===== src/rtl/core/tvbe_pkg.sv =====
`timescale 1ns / 1ps
// Shared types, widths and constant tables for the triangle V-system basis evaluator.
// Depends on nothing; every other file in rtl/core imports it.
package tvbe_pkg;

   localparam int COORD_FRAC_BITS = 16;
   localparam int COORD_W = COORD_FRAC_BITS + 1;
   localparam int SHIFT_W = 3;
   localparam int BASIS_W = 32;
   localparam int NUM_BASIS = 9;
   localparam int NUM_REGIONS = 7;
   localparam int COEF_W = 7;
   localparam int KQ_W = 33;
   localparam int LIN_W = COORD_W + 7;
   localparam int PROD_W = LIN_W + KQ_W;
   localparam int ROUND_BASE = 31;
   localparam int SH_W = $clog2(ROUND_BASE + 1);
   localparam int MIN_SHIFT = ROUND_BASE - ((1 << SHIFT_W) - 1);
   localparam int SHIFTED_W = PROD_W - MIN_SHIFT;

   typedef enum logic [2:0] {
      REG_CORNER_U = 3'd0,
      REG_CORNER_V = 3'd1,
      REG_CORNER_W = 3'd2,
      REG_CENTER   = 3'd3,
      REG_HALF_U   = 3'd4,
      REG_HALF_V   = 3'd5,
      REG_HALF_W   = 3'd6
   } region_type;

   typedef enum logic [2:0] {
      K_ONE  = 3'd0,
      K_S2   = 3'd1,
      K_C23  = 3'd2,
      K_C263 = 3'd3,
      K_S8   = 3'd4,
      K_S24  = 3'd5,
      K_S63  = 3'd6,
      K_S6   = 3'd7
   } k_sel_type;

   typedef struct packed {
      logic signed [COEF_W-1:0] a2;
      logic signed [COEF_W-1:0] b2;
      logic signed [COEF_W-1:0] c2;
      logic signed [COEF_W-1:0] d2;
      k_sel_type                k;
   } lin_term_type;

   // Scale constants rounded to nearest in units of 2^-30.
   function automatic logic [KQ_W-1:0] kq_value(input k_sel_type k);
      logic [KQ_W-1:0] q;
      unique case (k)
         K_ONE:   q = 33'd1073741824;
         K_S2:    q = 33'd1518500250;
         K_C23:   q = 33'd1239850262;
         K_C263:  q = 33'd1753413056;
         K_S8:    q = 33'd3037000500;
         K_S24:   q = 33'd5260239169;
         K_S63:   q = 33'd876706528;
         K_S6:    q = 33'd2630119584;
         default: q = 33'd0;
      endcase
      return q;
   endfunction

   function automatic lin_term_type mk_term(input int a, input int b, input int c,
                                            input int d, input k_sel_type k);
      lin_term_type t;
      t.a2 = COEF_W'(a);
      t.b2 = COEF_W'(b);
      t.c2 = COEF_W'(c);
      t.d2 = COEF_W'(d);
      t.k  = k;
      return t;
   endfunction

   localparam lin_term_type TERM_ZERO = mk_term(0, 0, 0, 0, K_ONE);

   // Linear forms in half units per region and basis slot.
   localparam lin_term_type REGION_TAB [NUM_REGIONS][NUM_BASIS] = '{
      '{mk_term(-12, 0, 0, 10, K_S2), mk_term(0, -12, 0, 10, K_S2),
        mk_term(0, 0, -12, 10, K_S2), mk_term(36, 0, 0, -24, K_C23),
        TERM_ZERO, TERM_ZERO,
        mk_term(0, 24, -24, 0, K_ONE), TERM_ZERO, TERM_ZERO},
      '{mk_term(-12, 0, 0, 2, K_S2), mk_term(0, -12, 0, 2, K_S2),
        mk_term(0, 0, -12, 2, K_S2), mk_term(-12, 0, 0, 2, K_C23),
        mk_term(-24, 0, 0, -4, K_C263), TERM_ZERO,
        mk_term(0, -8, 8, 4, K_ONE), mk_term(8, 16, 0, -12, K_S8), TERM_ZERO},
      '{mk_term(-12, 0, 0, 2, K_S2), mk_term(0, -12, 0, 2, K_S2),
        mk_term(0, 0, -12, 2, K_S2), mk_term(-12, 0, 0, 2, K_C23),
        mk_term(-12, 0, 0, 2, K_C263), mk_term(12, 0, 0, -2, K_S8),
        mk_term(0, -8, 8, -4, K_ONE), mk_term(-4, -8, 0, 2, K_S8),
        mk_term(4, 8, 0, -2, K_S24)},
      '{mk_term(-12, 0, 0, 2, K_S2), mk_term(0, -12, 0, 2, K_S2),
        mk_term(0, 0, -12, 2, K_S2), mk_term(-12, 0, 0, 4, K_C23),
        mk_term(-12, 0, 0, 4, K_C263), mk_term(-12, 0, 0, 4, K_S8),
        mk_term(0, -8, 8, 0, K_ONE), mk_term(-4, -8, 0, 4, K_S8),
        mk_term(-4, -8, 0, 4, K_S24)},
      '{mk_term(-12, 0, 0, 6, K_S2), mk_term(0, -12, 0, 6, K_S2),
        mk_term(0, 0, -12, 6, K_S2), mk_term(12, 0, 0, -10, K_C23),
        mk_term(-12, 0, 0, 4, K_S63), mk_term(-12, 0, 0, 4, K_S2),
        mk_term(0, 8, -8, 0, K_ONE), mk_term(-4, -8, 0, 4, K_S2),
        mk_term(-4, -8, 0, 4, K_S6)},
      '{mk_term(-12, 0, 0, 2, K_S2), mk_term(0, -12, 0, 2, K_S2),
        mk_term(0, 0, -12, 2, K_S2), mk_term(-12, 0, 0, 3, K_C23),
        mk_term(-18, 0, 0, 0, K_C263), mk_term(-12, 0, 0, 4, K_S2),
        mk_term(0, -8, 8, 2, K_ONE), mk_term(4, 8, 0, -8, K_S2),
        mk_term(-4, -8, 0, 4, K_S6)},
      '{mk_term(-12, 0, 0, 2, K_S2), mk_term(0, -12, 0, 2, K_S2),
        mk_term(0, 0, -12, 2, K_S2), mk_term(-12, 0, 0, 3, K_C23),
        mk_term(-12, 0, 0, 3, K_C263), mk_term(0, 0, 0, 2, K_S2),
        mk_term(0, -8, 8, -2, K_ONE), mk_term(-8, -16, 0, 6, K_S2),
        mk_term(0, 0, 0, 2, K_S6)}
   };

endpackage


===== src/rtl/core/tvbe_round.sv =====
`timescale 1ns / 1ps
// Scales a product by 2^(scale - 31), rounds half away from zero and saturates to 32 bits.
// Depends on tvbe_pkg.
module tvbe_round (
   input  logic signed [tvbe_pkg::PROD_W-1:0]  prod,
   input  logic [tvbe_pkg::SHIFT_W-1:0]        scale_shift,
   output logic signed [tvbe_pkg::BASIS_W-1:0] basis
);
   import tvbe_pkg::*;

   localparam logic signed [BASIS_W-1:0] BASIS_MAX = {1'b0, {(BASIS_W - 1){1'b1}}};
   localparam logic signed [BASIS_W-1:0] BASIS_MIN = {1'b1, {(BASIS_W - 1){1'b0}}};
   localparam logic signed [SHIFTED_W-1:0] SAT_HI = SHIFTED_W'(BASIS_MAX);
   localparam logic signed [SHIFTED_W-1:0] SAT_LO = SHIFTED_W'(BASIS_MIN);

   logic [SH_W-1:0]          sh;
   logic [SH_W-1:0]          half_pos;
   logic signed [PROD_W-1:0] bias;
   logic signed [PROD_W-1:0] biased;
   logic signed [PROD_W-1:0] shifted_full;
   logic signed [SHIFTED_W-1:0] shifted;

   // A negative value takes a bias one less than half, which makes the
   // arithmetic shift round ties away from zero.
   always_comb begin
      sh = SH_W'(ROUND_BASE) - SH_W'(scale_shift);
      half_pos = sh - SH_W'(1);
      bias = (PROD_W'(1) <<< half_pos) - PROD_W'(prod[PROD_W-1]);
      biased = prod + bias;
      shifted_full = biased >>> sh;
      shifted = shifted_full[SHIFTED_W-1:0];
      priority if (shifted > SAT_HI) begin
         basis = BASIS_MAX;
      end else if (shifted < SAT_LO) begin
         basis = BASIS_MIN;
      end else begin
         basis = shifted[BASIS_W-1:0];
      end
   end

endmodule


===== config.mk =====
export PLATFORM = sky130hd
export DESIGN_NAME = tvbe_round
export DESIGN_NICKNAME = d
export VERILOG_FILES = /design/src/rtl/core/tvbe_pkg.sv /design/src/rtl/core/tvbe_round.sv
export SDC_FILE = /design/constraint.sdc
export NUM_CORES = 1
export LEC_CHECK = 0
export BUFFER_PORTS_ARGS = -buffer_cell sky130_fd_sc_hd__buf_4
export CELL_PAD_IN_SITES_DETAIL_PLACEMENT = 0
export CELL_PAD_IN_SITES_GLOBAL_PLACEMENT = 1
export CORE_MARGIN = 10
export CORE_UTILIZATION = 42
export DETAILED_ROUTE_END_ITERATION = 10
export PLACE_DENSITY = 0.89
export SYNTH_ARGS = -nofsm -noshare
export SYNTH_HDL_FRONTEND = slang
export SYNTH_SLANG_ARGS = --single-unit
export TNS_END_PERCENT = 5

===== constraint.sdc =====
create_clock -name vclk -period 9
set_input_delay 2.25 -clock vclk [all_inputs]
set_output_delay 2.25 -clock vclk [all_outputs]
set_load 0.05 [all_outputs]

; ---- After elaboration in Yosys (flattened, before gate mapping)
; Index checks and enable logic that the tools add are counted.
[totals]
reg_bits = 0
[op_classes]
n_addsub = 4
n_lt_le_gt_ge = 2
shift = 2
n_mux = 2
[ops]
columns = cell, n
row1 = $mux 32, 2
row2 = $add 57x57->57, 1
row3 = $sshl 1x5->57 const A, 1
row4 = $sshr 57x5->33, 1
row5 = $sub 57x1->57, 1
row6 = $gt 33x32->1 const B, 1
row7 = $lt 33x32->1 const B, 1
row8 = $sub 1x4->5 const A, 1
row9 = $sub 5x1->5 const B, 1

; ---- Longest topological paths before layout
; Gate-level depths: netlist of the first run.
[logic_depth]
word_depth = 9
ltp_mapped = 20

; ---- Worst setup path before layout of the first run
; OpenSTA, ideal clock, no wires.
[synth_timing]
path_kind = input to output
from = in scale_shift[0] (netlist bit)
to = out basis[28] (netlist bit)
arrival_ns = 6.893
t_required_ns = 6.750
slack_ns = -0.143
cell_stages = 19
n_path_buf = 3
path_cell_list = clkbuf_1 clkinv_1 nor2_1 clkbuf_1 nand2_1 ha_1 inv_1 ha_1 buf_2 a21oi_1 o21ai_0 a22o_1 a211oi_2 o21ai_4 xor2_4 inv_2 a31oi_1 o21ai_0 o21ai_0
[synth_between]
elab_chain_len = 9
word_cells_on_any_way = 10
classes_between = add/sub (4) / order compare (2) / shift (2) / mux (2)
[synth_lines]
columns = item, line
row1 = "start, declared", tvbe_round.sv:6  ; input logic [tvbe_pkg::SHIFT_W-1:0] scale_shift,
row2 = $sub 1x4->5 (*), tvbe_round.sv:26  ; sh = SH_W'(ROUND_BASE) - SH_W'(scale_shift);
row3 = $sub 5x1->5, tvbe_round.sv:27  ; half_pos = sh - SH_W'(1);
row4 = $sshl 1x5->57, tvbe_round.sv:28  ; bias = (PROD_W'(1) <<< half_pos) - PROD_W'(prod[PROD_W-1]);
row5 = $sub 57x1->57, tvbe_round.sv:28
row6 = $add 57x57->57, tvbe_round.sv:29  ; biased = prod + bias;
row7 = $sshr 57x5->33 (*), tvbe_round.sv:30  ; shifted_full = biased >>> sh;
row8 = $lt 33x32->1, tvbe_round.sv:34  ; end else if (shifted < SAT_LO) begin
row9 = $mux 32, tvbe_round.sv:34
row10 = $mux 32 (*), tvbe_round.sv:32  ; priority if (shifted > SAT_HI) begin
row11 = "end, declared", tvbe_round.sv:7  ; output logic signed [tvbe_pkg::BASIS_W-1:0] basis
; Mark *: on every way between the ends. The rest lies on a longest branch, timed or not.

; ---- Worst setup path after layout of the first run
[layout_timing]
from = in scale_shift[0] (netlist bit)
to = out basis[17] (netlist bit)
; The elaborated chain is that of the path after synthesis.

==> tab_implementation.tex, run 1 <==
\begin{tabular}{lr}
\hline
Metric & Value \\
\hline
\multicolumn{2}{l}{\textbf{Run status}} \\
\quad Result of the run & finished, final reports clean \\
\multicolumn{2}{l}{\textbf{Placement}} \\
\quad Routability Congestion & slightly above 1 \\
\quad Pre-CTS setup slack & just over 0.3 ns \\
\quad Placed wire-length estimate after detailed placement & between 15000 and 20000 µm \\
\quad Count of buffers from port buffering & 92 \\
\multicolumn{2}{l}{\textbf{Route}} \\
\quad Vias & 7249 \\
\quad DRC violation count after routing & 0 \\
\quad 1st-iter DRT viols & roughly 900 \\
\quad DR vias/cell & between 6 and 7 \\
\quad Number of routed nets with antenna violations & 0 \\
\quad Detailed-router iteration count before antenna repair & 8 \\
\quad Wire length reported by the detailed router & 21500 µm \\
\quad Average wire length per cell after detail routing & roughly 19 µm \\
\multicolumn{2}{l}{\textbf{STA}} \\
\quad Final Hold Viols & 0 \\
\quad Time the final worst path needs with I/O delays and setup & slightly below 9 ns \\
\quad Relative slew slack & 0.468 \\
\quad Worst-Margin Slew & approximately 0.79 ns \\
\quad Final setup viols & 0 \\
\quad Part of the cycle the worst path needs & 0.961 \\
\quad RSZ-0062 raised after global routing & no \\
\quad Setup slack after layout & approximately 0.35 ns \\
\quad Final Max Slew Viols & 0 \\
\quad FMAX & 116 MHz \\
\multicolumn{2}{l}{\textbf{Finish}} \\
\quad Number of nets in the layout & $\sim$1100 \\
\quad Sequential cell area & 0 µm² \\
\quad Fill count & between 1000 and 1500 \\
\quad Layout cell share with drive strength beyond 1 & 0.170 \\
\quad Leading cell type in the layout, fill and taps excluded & sky130\_fd\_sc\_hd\_\_buf\_4 \\
\quad FF+latch count & 0 \\
\quad Area added between synthesis and finish & 16.1\% \\
\quad Inserted Diodes & 0 \\
\quad Commonest cells after routing, fill and taps aside & sky130\_fd\_sc\_hd\_\_buf\_4, sky130\_fd\_sc\_hd\_\_nand2\_1, sky130\_fd\_sc\_hd\_\_inv\_1 \\
\quad Clock buf count & 0 \\
\multicolumn{2}{l}{\textbf{Global routing}} \\
\quad First-pass GRT wire length & roughly 34000 µm \\
\quad Final global-route overflow total & 0 \\
\quad Global-route track usage on met1 & 0.315 \\
\quad Via count of the first global-routing pass & about 6700 \\
\quad Global-route track usage on met3 & 0.0328 \\
\quad Met2 Resource Use GR & 0.339 \\
\quad Number of antenna violations at the first check in global routing & 0 \\
\quad Global-route usage over all layers & 0.220 \\
\quad Largest net degree at the start of global routing & 46 \\
\quad Most Crowded Layer GR & met2 \\
\multicolumn{2}{l}{\textbf{Worst setup path}} \\
\quad Classification of the worst setup path & primary input to primary output \\
\quad Cell with the biggest individual delay on the critical path & sky130\_fd\_sc\_hd\_\_a221o\_1 \\
\quad Element type at the critical path start & primary input \\
\quad Critical path arrival & 6.40 ns \\
\quad Highest cell delay on the worst timing path & between 0.4 and 0.5 ns \\
\quad Maximum fanout along the worst path & 13 \\
\quad Critical path capture point type & primary output \\
\quad Cell repeated most along the worst path & sky130\_fd\_sc\_hd\_\_buf\_4 \\
\quad Total buffers and inverters traversed by the critical path & 6 \\
\quad Critical-path cell list & buf\_4 > clkinvlp\_4 > nor2\_1 > nand2\_1 > ha\_1 > inv\_1 > ha\_1 > nand2\_1 > o21a\_1 > o221ai\_2 > a221o\_1 > o41ai\_4 > nand2\_1 > buf\_4 > nor3\_2 > buf\_4 > a221oi\_1 > o21ai\_0 > buf\_4 \\
\quad Worst setup startpoint & scale\_shift[0] \\
\quad Data required, critical path & about 6.8 ns \\
\quad Delay-heaviest family, CP & compound AO/OA/AOI/OAI gates \\
\multicolumn{2}{l}{\textbf{Pwr}} \\
\quad Static leakage power & 2.93 nW \\
\quad Total chip power & approximately 0.00075 W \\
\quad Pwr/cell area & about 110 nW/µm² \\
\quad Worst voltage drop across the vdd grid & $\sim$0.066 mV \\
\multicolumn{2}{l}{\textbf{Worst hold path}} \\
\quad Hold path startpoint & scale\_shift[1] \\
\quad Kind of path behind the tightest hold check & primary input to primary output \\
\quad Worst hold path endpoint & basis[4] \\
\quad Worst hold path stage count & 5 \\
\multicolumn{2}{l}{\textbf{Clock tree}} \\
\quad Post-CTS Resized & 0 \\
\quad Hold buffer count at cts & 0 \\
\quad Post CTS Setup Buffer Count & 0 \\
\multicolumn{2}{l}{\textbf{Die}} \\
\quad Number of placement rows & 42 \\
\quad Die span in x & 136 µm \\
\quad Die height & $\sim$140 µm \\
\quad Die Area & 18600 µm² \\
\quad Initial core utilization & 0.430 \\
\quad I/O pin cnt & approximately 90 \\
\quad Core area & between 10000 and 15000 µm² \\
\multicolumn{2}{l}{\textbf{Yosys}} \\
\quad Post-synthesis xor/xnor area fraction & 0.0387 \\
\quad Cells after synthesis & roughly 910 \\
\quad Mapped Area & 5690 µm² \\
\quad Top-area cell type share of the netlist area & 0.138 \\
\quad Dominant combinational cell family by area after synthesis & compound AO/OA/AOI/OAI gates \\
\quad Leading cell types by total area after synthesis & sky130\_fd\_sc\_hd\_\_ha\_1, sky130\_fd\_sc\_hd\_\_a21oi\_1, sky130\_fd\_sc\_hd\_\_nand2\_1 \\
\quad YS warnings & 0 \\
\quad Area share of fa/ha/maj cells after synthesis & 0.140 \\
\quad Multiplexer fraction of the synthesized cell area & 0.0525 \\
\quad Most area-hungry cell type in the Yosys netlist & sky130\_fd\_sc\_hd\_\_ha\_1 \\
\quad Simple logic cell fraction of the synthesized area & 0.246 \\
\quad Compound-cell area share of the yosys netlist & 0.420 \\
\quad Post-synthesis net count & about 1000 \\
\quad Number of distinct library cells after synthesis & 82 \\
\quad Part of the Yosys area used for sequential elements & 0 \\
\quad Mapped Avg Cell Area & about 6.3 µm² \\
\multicolumn{2}{l}{\textbf{Job}} \\
\quad Max-cap viol count & 0 \\
\hline
\end{tabular}
[synthesized netlist by cell type, drive strengths merged (5+ instances only)]
cell type,instances
a211o,9
o21bai,9
or2,7
and2,5
buf,24
o31ai,6
a31oi,12
mux2,5
xnor2,12
o21ai,78
a2111oi,10
nor3,30
o211ai,17
o21a,14
or3,8
nand3,30
a21oi,85
and3,8
inv,93
nor2,68
nand4,31
o22ai,7
a21o,17
a211oi,17
a221oi,5
clkbuf,29
mux4,5
o221ai,9
nand2,99
xor2,11
mux2i,13
ha,63
[worst max-delay path by stage]
| stage | end | cells past startpoint |
|---|---|---|
| detailed placement | basis[1] | 17 |
| finish | basis[17] | 19 |
| global route | basis[19] | 19 |
| CTS | basis[1] | 17 |
| floorplan | basis[30] | 20 |
| global placement | basis[1] | 16 |
[layout make-up]
cell class	count	area (µm²)	area share
Inverter	94	357	0.0540
Timing Repair Buffer	119	893	0.135
Tap cell	176	220	0.0333
Multi-Input combinational cell	759	5140	0.778
[tightest hold or removal path: stages]
cell and delay [ns]:
sky130_fd_sc_hd__buf_4 0.16, sky130_fd_sc_hd__nand2_1 0.06, sky130_fd_sc_hd__o21ai_0 0.08, sky130_fd_sc_hd__o21ai_0 0.08, sky130_fd_sc_hd__buf_4 0.19
[stage by stage]
stage               instance area (µm²)  hold WS (ns)  TNS (ns)  instances  utilization
finish                             6610          5.08         0       1148        0.499
global route                       6610          5.11         0       1148        0.499
CTS                                6580          5.07         0       1148        0.497
detailed placement                 6580          5.07         0       1148        0.497
global placement                   6580          5.07         0       1148        0.497
floorplan                          5690          5.11    -0.131        906            -
[logic make-up after synthesis]
group | Yosys count
buffers and inverters | 147
XOR/XNOR | 23
adder cells (fa/ha/maj) | 64
AO/OA/AOI/OAI | 349
multiplexers | 23
AND/OR/NAND/NOR | 300
[per-layer routing]
metal / wire [µm] / up-vias
met5: 0 / -
met1: 10000 / 3277
met4: 436 / 0
li1: - / 3538
met2: 9080 / 387
met3: 1940 / 47
[power by group]
group | switching [W] | total, W | internal, W
logic | 0.000487 | 0.000746 | 0.000259
clock network | 0 | 0 | 0
registers | 0 | 0 | 0
total | 0.000487 | 0.000746 | 0.000259
No activity file was read; power rests on OpenSTA's default activity.
==> run 2: changes to the inputs <==
--- a/config.mk
+++ b/config.mk
@@ -8,6 +8,7 @@
 export BUFFER_PORTS_ARGS = -buffer_cell sky130_fd_sc_hd__buf_4
 export CELL_PAD_IN_SITES_DETAIL_PLACEMENT = 0
 export CELL_PAD_IN_SITES_GLOBAL_PLACEMENT = 1
+export CORE_ASPECT_RATIO = 0.9
 export CORE_MARGIN = 10
 export CORE_UTILIZATION = 42
 export DETAILED_ROUTE_END_ITERATION = 10
==> tab_implementation.tex, run 2 (synthesis gave the netlist of run 1 again) <==
\begin{tabular}{lr}
\hline
Metric & Value \\
\hline
\multicolumn{2}{l}{\textbf{Run status}} \\
\quad Result of the run & finished, final reports clean \\
\multicolumn{2}{l}{\textbf{STA}} \\
\quad Worst-Margin Slew & 0.787 ns (-0.0000873 ns) \\
\quad RSZ-0062 raised after global routing & yes \\
\quad FMAX & 114 MHz (-1.4\%) \\
\quad Final setup viols & 0 (unchanged) \\
\quad Relative slew slack & 0.470 (+0.00138) \\
\quad Part of the cycle the worst path needs & 0.975 (+0.0139) \\
\quad Final Max Slew Viols & 0 (unchanged) \\
\quad Final Hold Viols & 0 (unchanged) \\
\quad Hold slack & 5.05 ns (-0.0261 ns) \\
\quad Time the final worst path needs with I/O delays and setup & 8.78 ns (+0.125 ns) \\
\quad Setup slack after layout & 0.224 ns (-0.125 ns) \\
\multicolumn{2}{l}{\textbf{Finish}} \\
\quad Final instance area & 6550 µm² (-0.83\%) \\
\quad Inserted Diodes & 0 (unchanged) \\
\quad Clock buf count & 0 (unchanged) \\
\quad Leading cell type in the layout, fill and taps excluded & sky130\_fd\_sc\_hd\_\_buf\_4 \\
\quad Sequential cell area & 0 µm² (unchanged) \\
\quad Layout cell share with drive strength beyond 1 & 0.168 (-0.00205) \\
\quad Area added between synthesis and finish & 15.1\% \\
\quad FF+latch count & 0 (unchanged) \\
\quad Fill count & 1441 (+1.1\%) \\
\quad Commonest cells after routing, fill and taps aside & sky130\_fd\_sc\_hd\_\_buf\_4, sky130\_fd\_sc\_hd\_\_nand2\_1, sky130\_fd\_sc\_hd\_\_inv\_1 \\
\quad Fin cells & 1134 (-1.2\%) \\
\quad Number of nets in the layout & 1091 (-0.55\%) \\
\quad Multi-input combinational cell area & 5140 µm² (unchanged) \\
\multicolumn{2}{l}{\textbf{Route}} \\
\quad DRC violation count after routing & 0 (unchanged) \\
\quad 1st-iter DRT viols & 757 (-16\%) \\
\quad Number of routed nets with antenna violations & 0 (unchanged) \\
\quad Wire length reported by the detailed router & 21400 µm (-0.37\%) \\
\quad Average wire length per cell after detail routing & 18.9 µm (+0.86\%) \\
\quad Detailed-router iteration count before antenna repair & 5 (-3) \\
\quad Vias & 7094 (-2.1\%) \\
\quad DR vias/cell & 6.26 (-0.93\%) \\
\multicolumn{2}{l}{\textbf{Die}} \\
\quad Number of placement rows & 40 (-4.8\%) \\
\quad Core area & 13300 µm² (+0.53\%) \\
\quad Die span in x & 143 µm (+4.6\%) \\
\quad Initial core utilization & 0.428 (-0.00226) \\
\quad Die height & 130 µm (-4.4\%) \\
\quad I/O pin cnt & 92 (unchanged) \\
\quad Die Area & 18600 µm² (about the same) \\
\multicolumn{2}{l}{\textbf{Placement}} \\
\quad Pre-CTS setup slack & 0.0735 ns (-0.233 ns) \\
\quad DP Cell Count & 1134 (-1.2\%) \\
\quad Routability Congestion & 1.00 (-1.3\%) \\
\quad Placed wire-length estimate after detailed placement & 18000 µm (+0.31\%) \\
\quad Count of buffers from port buffering & 92 (unchanged) \\
\quad Placed cell areas & 6520 µm² (-0.84\%) \\
\multicolumn{2}{l}{\textbf{Worst hold path}} \\
\quad Hold path startpoint & scale\_shift[1] \\
\quad Kind of path behind the tightest hold check & primary input to primary output \\
\quad Worst hold path endpoint & basis[0] \\
\quad Worst hold path stage count & 3 (-2) \\
\multicolumn{2}{l}{\textbf{Worst setup path}} \\
\quad Cell with the biggest individual delay on the critical path & sky130\_fd\_sc\_hd\_\_mux4\_2 \\
\quad Highest cell delay on the worst timing path & 0.48 ns (about the same) \\
\quad Element type at the critical path start & primary input \\
\quad Number of logic stages on the critical path including buffering & 16 (-3) \\
\quad Data required, critical path & 6.75 ns (about the same) \\
\quad Critical-path cell list & buf\_4 > nor2\_2 > nand2\_1 > ha\_1 > inv\_1 > ha\_1 > a21oi\_2 > o21a\_1 > o221ai\_2 > a221o\_1 > o41ai\_2 > nand2\_1 > maj3\_2 > mux4\_2 > o21ai\_2 > buf\_4 \\
\quad Critical path arrival & 6.53 ns (+0.13 ns) \\
\quad Critical path capture point type & primary output \\
\quad Maximum fanout along the worst path & 11 (-2) \\
\quad Delay-heaviest family, CP & compound AO/OA/AOI/OAI gates \\
\quad Total buffers and inverters traversed by the critical path & 3 (-3) \\
\quad Classification of the worst setup path & primary input to primary output \\
\multicolumn{2}{l}{\textbf{Pwr}} \\
\quad Part of the total power dissipated in sequential elements & 0 (unchanged) \\
\quad Portion of total power attributed to the clock network & 0 (unchanged) \\
\quad Comb pwr share & 1.000 (about the same) \\
\quad Worst voltage drop across the vdd grid & 0.0594 mV (-10\%) \\
\quad Static leakage power & 2.89 nW (-1.1\%) \\
\quad Internal Pwr Total & 0.000255 W (-1.6\%) \\
\quad Fraction of power spent switching nets & 0.655 (+0.00172) \\
\quad Switching power of the nets & 0.000483 W (-0.85\%) \\
\quad Pwr/cell area & 113 nW/µm² (-0.28\%) \\
\multicolumn{2}{l}{\textbf{Job}} \\
\quad Max-cap viol count & 0 (unchanged) \\
\multicolumn{2}{l}{\textbf{Global routing}} \\
\quad First-pass GRT wire length & 34000 µm (-1.1\%) \\
\quad Via count of the first global-routing pass & 6493 (-3.4\%) \\
\quad Number of antenna violations at the first check in global routing & 0 (unchanged) \\
\quad Global-route usage over all layers & 0.217 (-0.00250) \\
\quad Largest net degree at the start of global routing & 39 (-15\%) \\
\quad Final global-route overflow total & 0 (unchanged) \\
\multicolumn{2}{l}{\textbf{Clock tree}} \\
\quad Post CTS Setup Buffer Count & 0 (unchanged) \\
\hline
\end{tabular}
==> run 2: worst min-delay path: cells and delay by family <==
family	cells	cell delay, ns
buffers and inverters	2	0.40
AO/OA/AOI/OAI	1	0.14
==> run 2: power groups by stage <==
stage                     registers [W]  clock network, W  logic (W)
after detailed placement              0                 0   0.000718
after CTS                             0                 0   0.000721
final                                 0                 0   0.000738
after global placement                0                 0   0.000719
after floorplan                       0                 0   0.000513
after global routing                  0                 0   0.000797
==> run 2: worst max path at each step <==
stage                           end            from  slack [ns]
after global placement    basis[24]  scale_shift[1]        0.02
after floorplan           basis[30]  scale_shift[0]       -0.11
after global routing      basis[18]  scale_shift[0]       -0.02
after detailed placement   basis[1]  scale_shift[1]        0.07
final                      basis[1]  scale_shift[0]        0.22
after CTS                  basis[1]  scale_shift[1]        0.06
==> run 2: final cells by class <==
cell class / count / share of cell area
Multi-Input combinational cell: 759 / 0.784
Inverter: 94 / 0.0544
Timing Repair Buffer: 113 / 0.129
Tap cell: 168 / 0.0321
==> run 2: metal layers <==
layer	track usage	wire length, µm
met5	0	0
met4	0.0382	340
met3	0.0350	2000
met2	0.313	8640
met1	0.330	10400
==> run 2: repair_timing <==
item                                    in CTS  in global routing
gates resized for setup                      0                  9
endpoints found under the setup margin       0                 28
hold buffers                                 0                  0
==> run 2: per-stage QoR <==
stage           util  TNS, ns  power (W)
2_1_floorplan      -   -0.131   0.000513
3_3_place_gp   0.490        0   0.000719
3_5_place_dp   0.490        0   0.000718
4_1_cts        0.490        0   0.000721
5_1_grt        0.492  -0.0206   0.000797
6_report       0.492        0   0.000738
